===== src/sv/adc_block_average_smoother_defines.svh =====
// Assertion macros shared by the smoother RTL.
`ifndef ADC_BLOCK_AVERAGE_SMOOTHER_DEFINES_SVH
`define ADC_BLOCK_AVERAGE_SMOOTHER_DEFINES_SVH

// Same-cycle implication, checked at every rising edge outside reset.
`define ABAS_ASSERT_IMP(name, clk, rst, pre, post) \
   name: assert property (@(posedge clk) disable iff (rst) (pre) |-> (post)) \
      else $error("abas: same-cycle check failed");

// Next-cycle implication.
`define ABAS_ASSERT_NXT(name, clk, rst, pre, post) \
   name: assert property (@(posedge clk) disable iff (rst) (pre) |=> (post)) \
      else $error("abas: next-cycle check failed");

`endif


===== src/sv/abas_pkg.sv =====
// Types and constants shared by the ADC block-average smoother.
package abas_pkg;

   localparam int unsigned SAMPLE_WIDTH = 12;
   localparam int unsigned WARMUP_WIDTH = 4;

   localparam logic [WARMUP_WIDTH-1:0] WARMUP_RESET = 4'd5;
   localparam logic [SAMPLE_WIDTH-1:0] REF_RESET    = 12'd3100;

   localparam logic CH_REFERENCE = 1'b0;
   localparam logic CH_SENSOR    = 1'b1;

   // (old*75 + mean*25)/100 reduces exactly to (old*3 + mean)/4
   localparam int unsigned BLEND_SHIFT = 2;

   typedef struct packed {
      logic                    next_channel;
      logic [SAMPLE_WIDTH-1:0] reference_level;
      logic [SAMPLE_WIDTH-1:0] filtered_level;
      logic                    level_updated;
      logic                    reference_updated;
   } result_type;

endpackage


===== src/sv/adc_block_average_smoother.sv =====
// A request taken into the input register is written to the result register
// when that register can advance. Throughput: one request per cycle unless
// the result is stalled; a stalled result still lets one request in.
// The input register and the state update plus mean/blend logic form one pass.
// Reset is synchronous, active high: reference channel selected, reference
// level 3100, filtered level 0, warm-up setting 5, block cleared.
`include "adc_block_average_smoother_defines.svh"

module adc_block_average_smoother #(
   parameter int unsigned BLOCK_SAMPLES = 50,
   parameter int unsigned SAMPLE_BITS   = 12
) (
   input  logic                                  clock,
   input  logic                                  reset,
   input  logic                                  csr_write_enable,
   input  logic [abas_pkg::WARMUP_WIDTH-1:0]     csr_write_data,
   input  logic                                  req_valid,
   output logic                                  req_stall,
   input  logic [abas_pkg::SAMPLE_WIDTH-1:0]     req_sample,
   output logic                                  rsp_valid,
   input  logic                                  rsp_stall,
   output logic                                  rsp_next_channel,
   output logic [abas_pkg::SAMPLE_WIDTH-1:0]     rsp_reference_level,
   output logic [abas_pkg::SAMPLE_WIDTH-1:0]     rsp_filtered_level,
   output logic                                  rsp_level_updated,
   output logic                                  rsp_reference_updated
);

   logic                                 req_valid_ff, req_valid_in;
   logic [abas_pkg::SAMPLE_WIDTH-1:0]    req_sample_ff;
   logic                                 rsp_valid_ff, rsp_valid_in;
   abas_pkg::result_type                 rsp_data_ff;
   abas_pkg::result_type                 result;
   logic                                 advance;
   logic                                 commit;
   logic                                 req_take;

   // result register can take a new value this cycle
   assign advance  = !rsp_valid_ff || !rsp_stall;
   assign commit   = req_valid_ff && advance;
   assign req_stall = req_valid_ff && !advance;
   assign req_take = req_valid && !req_stall;

   assign req_valid_in = req_take || (req_valid_ff && !advance);
   assign rsp_valid_in = advance ? req_valid_ff : rsp_valid_ff;

   abas_core #(
      .BLOCK_SAMPLES (BLOCK_SAMPLES),
      .SAMPLE_BITS   (SAMPLE_BITS)
   ) u_core (
      .clock            (clock),
      .reset            (reset),
      .csr_write_enable (csr_write_enable),
      .csr_write_data   (csr_write_data),
      .commit           (commit),
      .sample           (req_sample_ff),
      .result           (result)
   );

   always_ff @(posedge clock) begin
      if (reset) begin
         req_valid_ff <= 1'b0;
         rsp_valid_ff <= 1'b0;
      end else begin
         req_valid_ff <= req_valid_in;
         rsp_valid_ff <= rsp_valid_in;
      end
   end

   always_ff @(posedge clock) begin
      if (req_take) begin
         req_sample_ff <= req_sample;
      end
      if (commit) begin
         rsp_data_ff <= result;
      end
   end

   assign rsp_valid             = rsp_valid_ff;
   assign rsp_next_channel      = rsp_data_ff.next_channel;
   assign rsp_reference_level   = rsp_data_ff.reference_level;
   assign rsp_filtered_level    = rsp_data_ff.filtered_level;
   assign rsp_level_updated     = rsp_data_ff.level_updated;
   assign rsp_reference_updated = rsp_data_ff.reference_updated;

   `ABAS_ASSERT_IMP(a_ref_selects_sensor, clock, reset,
                    rsp_valid && rsp_reference_updated,
                    rsp_next_channel == abas_pkg::CH_SENSOR && !rsp_level_updated)
   `ABAS_ASSERT_IMP(a_ref_return_on_blend, clock, reset,
                    rsp_valid && rsp_next_channel == abas_pkg::CH_REFERENCE,
                    rsp_level_updated)
   `ABAS_ASSERT_NXT(a_commit_gives_result, clock, reset, commit, rsp_valid_ff)

endmodule


===== src/sv/abas_core.sv =====
// Smoother state, block accumulator, reciprocal mean and blend logic.
`include "adc_block_average_smoother_defines.svh"

module abas_core #(
   parameter int unsigned BLOCK_SAMPLES,
   parameter int unsigned SAMPLE_BITS
) (
   input  logic                                   clock,
   input  logic                                   reset,
   input  logic                                   csr_write_enable,
   input  logic [abas_pkg::WARMUP_WIDTH-1:0]      csr_write_data,
   input  logic                                   commit,
   input  logic [abas_pkg::SAMPLE_WIDTH-1:0]      sample,
   output abas_pkg::result_type                   result
);

   // effective sample width after the input mask
   localparam int unsigned EW   = (SAMPLE_BITS < abas_pkg::SAMPLE_WIDTH) ?
                                  SAMPLE_BITS : abas_pkg::SAMPLE_WIDTH;
   localparam int unsigned SUMW = EW + 8;
   localparam int unsigned CW   = $clog2(BLOCK_SAMPLES + 1);
   // floor(sum / BLOCK_SAMPLES) = (sum * MULT) >> SHIFT, exact for sum < 2**SUMW
   localparam int unsigned SHIFT = SUMW + $clog2(BLOCK_SAMPLES);
   localparam longint unsigned MULT =
      ((64'd1 << SHIFT) + BLOCK_SAMPLES - 1) / BLOCK_SAMPLES;
   localparam int unsigned MW   = SUMW + 2;
   localparam int unsigned PW   = SUMW + MW;

   logic [abas_pkg::WARMUP_WIDTH-1:0] warmup_samples_ff;
   logic                              channel_ff, channel_in;
   logic [EW-1:0]                     reference_ff, reference_in;
   logic [EW-1:0]                     level_ff, level_in;
   logic [abas_pkg::WARMUP_WIDTH-1:0] warmup_seen_ff, warmup_seen_in;
   logic [CW-1:0]                     block_count_ff, block_count_in;
   logic [SUMW-1:0]                   block_sum_ff, block_sum_in;

   logic [EW-1:0]   sample_m;
   logic [EW-1:0]   sample_even;
   logic            seed;
   logic            blend;
   logic [SUMW-1:0] sum_add;
   logic [CW-1:0]   count_inc;
   logic [MW-1:0]   mult_c;
   logic [PW-1:0]   product;
   logic [EW-1:0]   mean;
   logic [EW+1:0]   weighted;
   logic [EW-1:0]   blended;

   assign sample_m    = sample[EW-1:0];
   assign sample_even = {sample_m[EW-1:1], 1'b0};
   assign seed        = (channel_ff == abas_pkg::CH_SENSOR) &&
                        (warmup_seen_ff < warmup_samples_ff);
   assign sum_add     = block_sum_ff + SUMW'(sample_even);
   assign count_inc   = block_count_ff + CW'(1);
   assign blend       = (channel_ff == abas_pkg::CH_SENSOR) && !seed &&
                        (count_inc >= CW'(BLOCK_SAMPLES));
   assign mult_c      = MW'(MULT);
   assign product     = PW'(sum_add) * PW'(mult_c);
   assign mean        = product[SHIFT +: EW];
   assign weighted    = (EW+2)'({level_ff, 1'b0}) + (EW+2)'(level_ff) + (EW+2)'(mean);
   assign blended     = weighted[abas_pkg::BLEND_SHIFT +: EW];

   always_comb begin
      channel_in     = channel_ff;
      reference_in   = reference_ff;
      level_in       = level_ff;
      warmup_seen_in = warmup_seen_ff;
      block_count_in = block_count_ff;
      block_sum_in   = block_sum_ff;
      if (channel_ff == abas_pkg::CH_REFERENCE) begin
         reference_in = sample_m;
         channel_in   = abas_pkg::CH_SENSOR;
      end else if (seed) begin
         level_in       = sample_even;
         block_sum_in   = '0;
         warmup_seen_in = warmup_seen_ff + abas_pkg::WARMUP_WIDTH'(1);
      end else if (blend) begin
         level_in       = blended;
         block_count_in = '0;
         block_sum_in   = '0;
         channel_in     = abas_pkg::CH_REFERENCE;
      end else begin
         block_sum_in   = sum_add;
         block_count_in = count_inc;
      end
   end

   always_comb begin
      result.next_channel      = channel_in;
      result.reference_level   = abas_pkg::SAMPLE_WIDTH'(reference_in);
      result.filtered_level    = abas_pkg::SAMPLE_WIDTH'(level_in);
      result.level_updated     = seed || blend;
      result.reference_updated = (channel_ff == abas_pkg::CH_REFERENCE);
   end

   always_ff @(posedge clock) begin
      if (reset) begin
         warmup_samples_ff <= abas_pkg::WARMUP_RESET;
      end else if (csr_write_enable) begin
         warmup_samples_ff <= csr_write_data;
      end
   end

   always_ff @(posedge clock) begin
      if (reset) begin
         channel_ff     <= abas_pkg::CH_REFERENCE;
         reference_ff   <= abas_pkg::REF_RESET[EW-1:0];
         level_ff       <= '0;
         warmup_seen_ff <= '0;
         block_count_ff <= '0;
         block_sum_ff   <= '0;
      end else if (commit) begin
         channel_ff     <= channel_in;
         reference_ff   <= reference_in;
         level_ff       <= level_in;
         warmup_seen_ff <= warmup_seen_in;
         block_count_ff <= block_count_in;
         block_sum_ff   <= block_sum_in;
      end
   end

   `ABAS_ASSERT_IMP(a_count_below_block, clock, reset, 1'b1,
                    block_count_ff < CW'(BLOCK_SAMPLES))
   `ABAS_ASSERT_IMP(a_empty_block_zero_sum, clock, reset, block_count_ff == '0,
                    block_sum_ff == '0)
   `ABAS_ASSERT_NXT(a_blend_restarts_block, clock, reset, commit && blend,
                    block_count_ff == '0 && channel_ff == abas_pkg::CH_REFERENCE)

endmodule


===== config.mk =====
export PLATFORM = sky130hd
export DESIGN_NAME = adc_block_average_smoother
export DESIGN_NICKNAME = d
export VERILOG_FILES = /design/src/sv/abas_pkg.sv /design/src/sv/adc_block_average_smoother.sv /design/src/sv/abas_core.sv
export VERILOG_INCLUDE_DIRS = /design/src /design/src/sv
export SDC_FILE = /design/constraint.sdc
export NUM_CORES = 1
export LEC_CHECK = 0
export BUFFER_PORTS_ARGS = -buffer_cell sky130_fd_sc_hd__buf_4
export CORE_MARGIN = 2
export CORE_UTILIZATION = 70
export DETAILED_ROUTE_END_ITERATION = 6
export HOLD_SLACK_MARGIN = 0.06
export PLACE_DENSITY_LB_ADDON = 0.1
export SETUP_SLACK_MARGIN = 0.2
export SYNTH_ARGS = -nofsm -noshare
export SYNTH_HDL_FRONTEND = slang
export SYNTH_SLANG_ARGS = --single-unit

===== constraint.sdc =====
create_clock -name clock -period 23.8 [get_ports clock]
set_input_delay 3.57 -clock clock [delete_from_list [all_inputs] [get_ports clock]]
set_output_delay 3.57 -clock clock [all_outputs]
set_load 0.01 [all_outputs]

==> impl_table.tex <==
\begin{tabular}{lr}
\hline
Metric & Value \\
\hline
\multicolumn{2}{l}{\textbf{Clock network}} \\
\quad Post-CTS repair timing setup buffer count & 0 \\
\quad TritonCTS clock tree & done \\
\quad Buffer cell driving the clock tree root & sky130\_fd\_sc\_hd\_\_clkbuf\_16 \\
\quad Cts hold-fix bufs & 0 \\
\quad H-tree depth & 3 \\
\quad Clock buffer count from CTS & 9 \\
\quad Worst-Skew Late Latency & approximately 0.35 ns \\
\quad Clock Path Buffers & 2 \\
\quad Clock tree sinks & 99 \\
\quad Count of instances resized after the clock tree is built & 0 \\
\quad Clock transition at the registers of the reported paths & around 0.08 ns \\
\multicolumn{2}{l}{\textbf{GRT}} \\
\quad First-pass GRT wire length & about 47000 microns \\
\quad Number of global-route vias before repair & between 9k and 10k \\
\quad Global-route congestion overflow total & 0 \\
\quad Tot GR Track Use & 0.3092 \\
\quad Initial antenna violation count & 0 \\
\quad Largest net degree at the start of global routing & 44 \\
\multicolumn{2}{l}{\textbf{Worst setup path}} \\
\quad Worst setup path startpoint & req\_sample\_ff[2]\$\_DFFE\_PP\_ \\
\quad Data arrival time of the critical path & approximately 12 ns \\
\quad Reg2reg start & req\_sample\_ff[2]\$\_DFFE\_PP\_ \\
\quad Worst r2r path cells & 41 \\
\quad Startpoint class of the critical path & register \\
\quad CP Max Fanout & 6 \\
\quad Worst path most repeated cell & sky130\_fd\_sc\_hd\_\_fa\_1 \\
\quad Slowest cell on crit path & sky130\_fd\_sc\_hd\_\_xnor2\_1 \\
\quad Crit Path Category & register to register \\
\quad Endpoint of the worst setup timing path & u\_core.level\_ff[9]\$\_SDFFE\_PP0P\_ \\
\quad Worst Setup End Kind & register \\
\quad Critical register-to-register path endpoint & u\_core.level\_ff[9]\$\_SDFFE\_PP0P\_ \\
\quad Longest individual stage delay on the worst path & 1.00 ns \\
\quad Worst setup slack for register-to-register paths & between 10 and 15 ns \\
\quad Crit path required time & 24.03 ns \\
\multicolumn{2}{l}{\textbf{Timing}} \\
\quad Worst Slack Setup Final & about 12 ns \\
\quad Setup violators final & 0 \\
\quad Setup TNS & 0 ns \\
\quad Fmax achieved & between 0.08 and 0.09 GHz \\
\quad Hold Vio Cnt, Final & 0 \\
\quad Clock Skews & between 0.01 and 0.015 ns \\
\quad Worst slack on hold paths & between 0.4 and 0.5 ns \\
\quad RSZ-0062 raised after global routing & no \\
\quad Final Max Slew Viols & 0 \\
\quad Rel. slew slack & 0.2028 \\
\quad Fin crit share & 0.5066 \\
\quad Slew at the pin closest to its max-slew limit & 1.187 ns \\
\quad Final Critical Period & around 12 ns \\
\multicolumn{2}{l}{\textbf{Die}} \\
\quad Number of primary I/O pins & 50 \\
\quad Chip width & 138.1 microns \\
\quad Core area & 17780 sq um \\
\quad Rows & 49 \\
\quad Area of the die & around 19000 sq um \\
\quad DIE HEIGHT & roughly 140 microns \\
\quad Effective utilization at floorplan & 0.7078 \\
\multicolumn{2}{l}{\textbf{Power and ir drop}} \\
\quad Total power per unit cell area & 87.54 nW/um\^{}2 \\
\quad Worst IR drop on VDD & 0.09642 mV \\
\quad Static leakage power & 7.042 nW \\
\multicolumn{2}{l}{\textbf{Worst hold path}} \\
\quad Hold crit path type & register to register \\
\multicolumn{2}{l}{\textbf{Drt}} \\
\quad Remaining antenna violation count after routing & 0 \\
\quad Routed length per instance & 17.60 microns \\
\quad 1st-iter DRT viols & roughly 580 \\
\quad DRT Pass-1 Iters & 5 \\
\quad Drt via density & approximately 5.7 \\
\quad Detailed-route via count & about 9.2k \\
\quad DR DRC count & 0 \\
\quad Wire length reported by the detailed router & approximately 28000 microns \\
\multicolumn{2}{l}{\textbf{Logic synthesis}} \\
\quad Share of synthesized area occupied by flip-flops and latches & 0.1885 \\
\quad Unique cell type count in the Yosys netlist & slightly below 70 \\
\quad Post-synthesis instance area & approximately 13000 sq um \\
\quad Number of synthesized flops with an enable pin & 39 \\
\quad Fraction of synthesis flops using an asynchronous set or reset pin & 0 \\
\quad Mean instance size in the synthesized netlist & approximately 9.5 sq um \\
\quad Post-synth top area cell & sky130\_fd\_sc\_hd\_\_fa\_1 \\
\quad Portion of synthesized cell area occupied by the leading cell type & 0.2450 \\
\quad Synth top area cells & sky130\_fd\_sc\_hd\_\_fa\_1 24\%, sky130\_fd\_sc\_hd\_\_ha\_1 22\%, sky130\_fd\_sc\_hd\_\_dfxtp\_1 9.5\% \\
\quad Leading register cell type out of synthesis & sky130\_fd\_sc\_hd\_\_dfxtp\_1 \\
\quad Yosys warning count & 0 \\
\quad Synthesis-stage register bit count & 99 \\
\quad Cell count after synthesis & roughly 1.3k \\
\multicolumn{2}{l}{\textbf{Outcome}} \\
\quad Status & complete, no violations \\
\multicolumn{2}{l}{\textbf{Place}} \\
\quad Placer congestion estimate & around 0.94 \\
\quad I/O Buffers & about 50 \\
\quad Placed wire-length estimate after detailed placement & between 20000 and 25000 microns \\
\quad Pre-CTS setup slack & 11.94 ns \\
\multicolumn{2}{l}{\textbf{Layout}} \\
\quad Fin nets & 1768 \\
\quad Fillers & 1300 \\
\quad Area Overhead vs Synth & 7.874\% \\
\quad Fraction of final layout cells sized beyond drive strength 1 & 0.07614 \\
\quad Diodes inserted & 0 \\
\multicolumn{2}{l}{\textbf{Run}} \\
\quad Number of max-capacitance violations reported & 0 \\
\hline
\end{tabular}
==> cell usage after synthesis, drive strengths merged, types with 8 or more instances <==
library cell / number
nand2: 81
clkbuf: 22
dfxtp: 60
and3: 11
xnor2: 41
xor2: 18
nand3: 23
mux2: 13
a21o: 14
nor2: 73
edfxtp: 39
o21ai: 44
a21oi: 60
a31oi: 8
inv: 293
o21a: 9
nor2b: 8
fa: 154
ha: 219
a211oi: 13
and2: 9
nor3: 17
==> layout make-up <==
type,count,area (sq um),share of cell area
Multi-Input combinational cell,906,9037,0.6657
Sequential cell,99,2372,0.1747
Inverter,295,1107,0.08157
Timing Repair Buffer,63,473.0,0.03484
Tap cell,229,286.5,0.02111
Clock buffer,9,225.2,0.01659
Clock inverter,7,73.82,0.005438
==> layout by cell type, fill, tap and decap left out, types with 4 or more instances in the layout <==
| cell type | instances |
|---|---|
| sky130_fd_sc_hd__inv_1 | 293 |
| sky130_fd_sc_hd__ha_1 | 219 |
| sky130_fd_sc_hd__fa_1 | 154 |
| sky130_fd_sc_hd__nand2_1 | 81 |
| sky130_fd_sc_hd__nor2_1 | 73 |
| sky130_fd_sc_hd__buf_4 | 63 |
| sky130_fd_sc_hd__dfxtp_1 | 60 |
| sky130_fd_sc_hd__a21oi_1 | 59 |
| sky130_fd_sc_hd__xnor2_1 | 40 |
| sky130_fd_sc_hd__o21ai_0 | 39 |
| sky130_fd_sc_hd__edfxtp_1 | 39 |
| sky130_fd_sc_hd__nand3_1 | 23 |
| sky130_fd_sc_hd__xor2_1 | 18 |
| sky130_fd_sc_hd__nor3_1 | 17 |
| sky130_fd_sc_hd__a21o_1 | 14 |
| sky130_fd_sc_hd__mux2_2 | 13 |
| sky130_fd_sc_hd__a211oi_1 | 12 |
| sky130_fd_sc_hd__and3_1 | 10 |
| sky130_fd_sc_hd__and2_1 | 9 |
| sky130_fd_sc_hd__o21a_1 | 9 |
| sky130_fd_sc_hd__clkbuf_16 | 9 |
| sky130_fd_sc_hd__nor2b_1 | 8 |
| sky130_fd_sc_hd__a31oi_1 | 8 |
| sky130_fd_sc_hd__nand4_1 | 7 |
| sky130_fd_sc_hd__nand2b_1 | 7 |
| sky130_fd_sc_hd__a22oi_1 | 7 |
| sky130_fd_sc_hd__conb_1 | 7 |
| sky130_fd_sc_hd__o21ai_1 | 5 |
| sky130_fd_sc_hd__mux2i_1 | 5 |
| sky130_fd_sc_hd__o22ai_1 | 5 |
| sky130_fd_sc_hd__o211ai_1 | 4 |
==> stage by stage <==
| step | cells | area [sq um] | power [mW] | utilization |
|---|---|---|---|---|
| 2_1_floorplan | 1323 | 12600 | 0.8308 | - |
| 3_3_place_gp | 1592 | 13280 | 1.019 | 0.7467 |
| 3_5_place_dp | 1592 | 13280 | 1.040 | 0.7467 |
| 4_1_cts | 1608 | 13580 | 1.188 | 0.7635 |
| 5_1_grt | 1608 | 13580 | 1.326 | 0.7635 |
| 6_report | 1608 | 13580 | 1.188 | 0.7635 |
==> routing by layer <==
| layer | wire, microns | vias up | GRT usage |
|---|---|---|---|
| li1 | - | 4405 | - |
| met2 | 14180 | 286 | 0.5380 |
| met4 | 564 | 0 | 0.07358 |
| met1 | 12130 | 4430 | 0.4252 |
| met3 | 1419 | 44 | 0.02632 |
| met5 | 0 | - | 0 |
==> worst max-delay path, delay by kind of cell, from the launching register on <==
family / cells / cell delay, ns
adders and majority gates: 11 / 5.04
xor gates and xnor gates: 2 / 1.13
DFF: 1 / 0.39
and+or+nand+nor: 7 / 0.97
buffers and inverters: 6 / 0.67
AOI/OAI and AO/OA: 15 / 3.69
==> worst min path at each step <==
stage,startpoint,to,slack (ns),depth (start not counted)
CTS,u_core.reference_ff[9]$_SDFFE_PP0P_,u_core.reference_ff[9]$_SDFFE_PP0P_,0.46,2
finish,u_core.reference_ff[0]$_SDFFE_PP0P_,u_core.reference_ff[0]$_SDFFE_PP0P_,0.46,2
global placement,u_core.reference_ff[9]$_SDFFE_PP0P_,u_core.reference_ff[9]$_SDFFE_PP0P_,0.44,2
floorplan,u_core.block_sum_ff[11]$_SDFFE_PP0P_,u_core.block_sum_ff[11]$_SDFFE_PP0P_,0.43,2
global route,u_core.reference_ff[9]$_SDFFE_PP0P_,u_core.reference_ff[9]$_SDFFE_PP0P_,0.48,2
detailed placement,u_core.reference_ff[9]$_SDFFE_PP0P_,u_core.reference_ff[9]$_SDFFE_PP0P_,0.45,2
==> cells by family after synthesis <==
kind of cell	after synthesis	synth area share
compound gates	196	0.1021
xor+xnor	59	0.04166
fa+ha+maj	373	0.4627
buf+inv	318	0.09485
flops	99	0.1885
mux	18	0.01561
other cells	2	0.0005968
simple gates	253	0.09395
==> flip-flops by register name, indices dropped and copies added, names as in the netlist <==
register and cells:
rsp_level_updated 1, req_valid_ff 1, rsp_valid 1, u_core.block_count_ff 6, rsp_reference_updated 1, req_sample_ff 12, u_core.reference_ff 12, rsp_reference_level 12
u_core.warmup_samples_ff 4, rsp_filtered_level 12, rsp_next_channel 1, u_core.channel_ff 1, u_core.warmup_seen_ff 4, u_core.level_ff 12, u_core.block_sum_ff 19
==> power breakdown <==
part	switching [mW]	leakage [nW]	internal [mW]
clock	0.0700	0.139	0.0738
sequential	0.00421	0.858	0.183
combinational	0.493	6.05	0.364
total	0.567	7.04	0.621
Power figures use the tool's default switching activity.
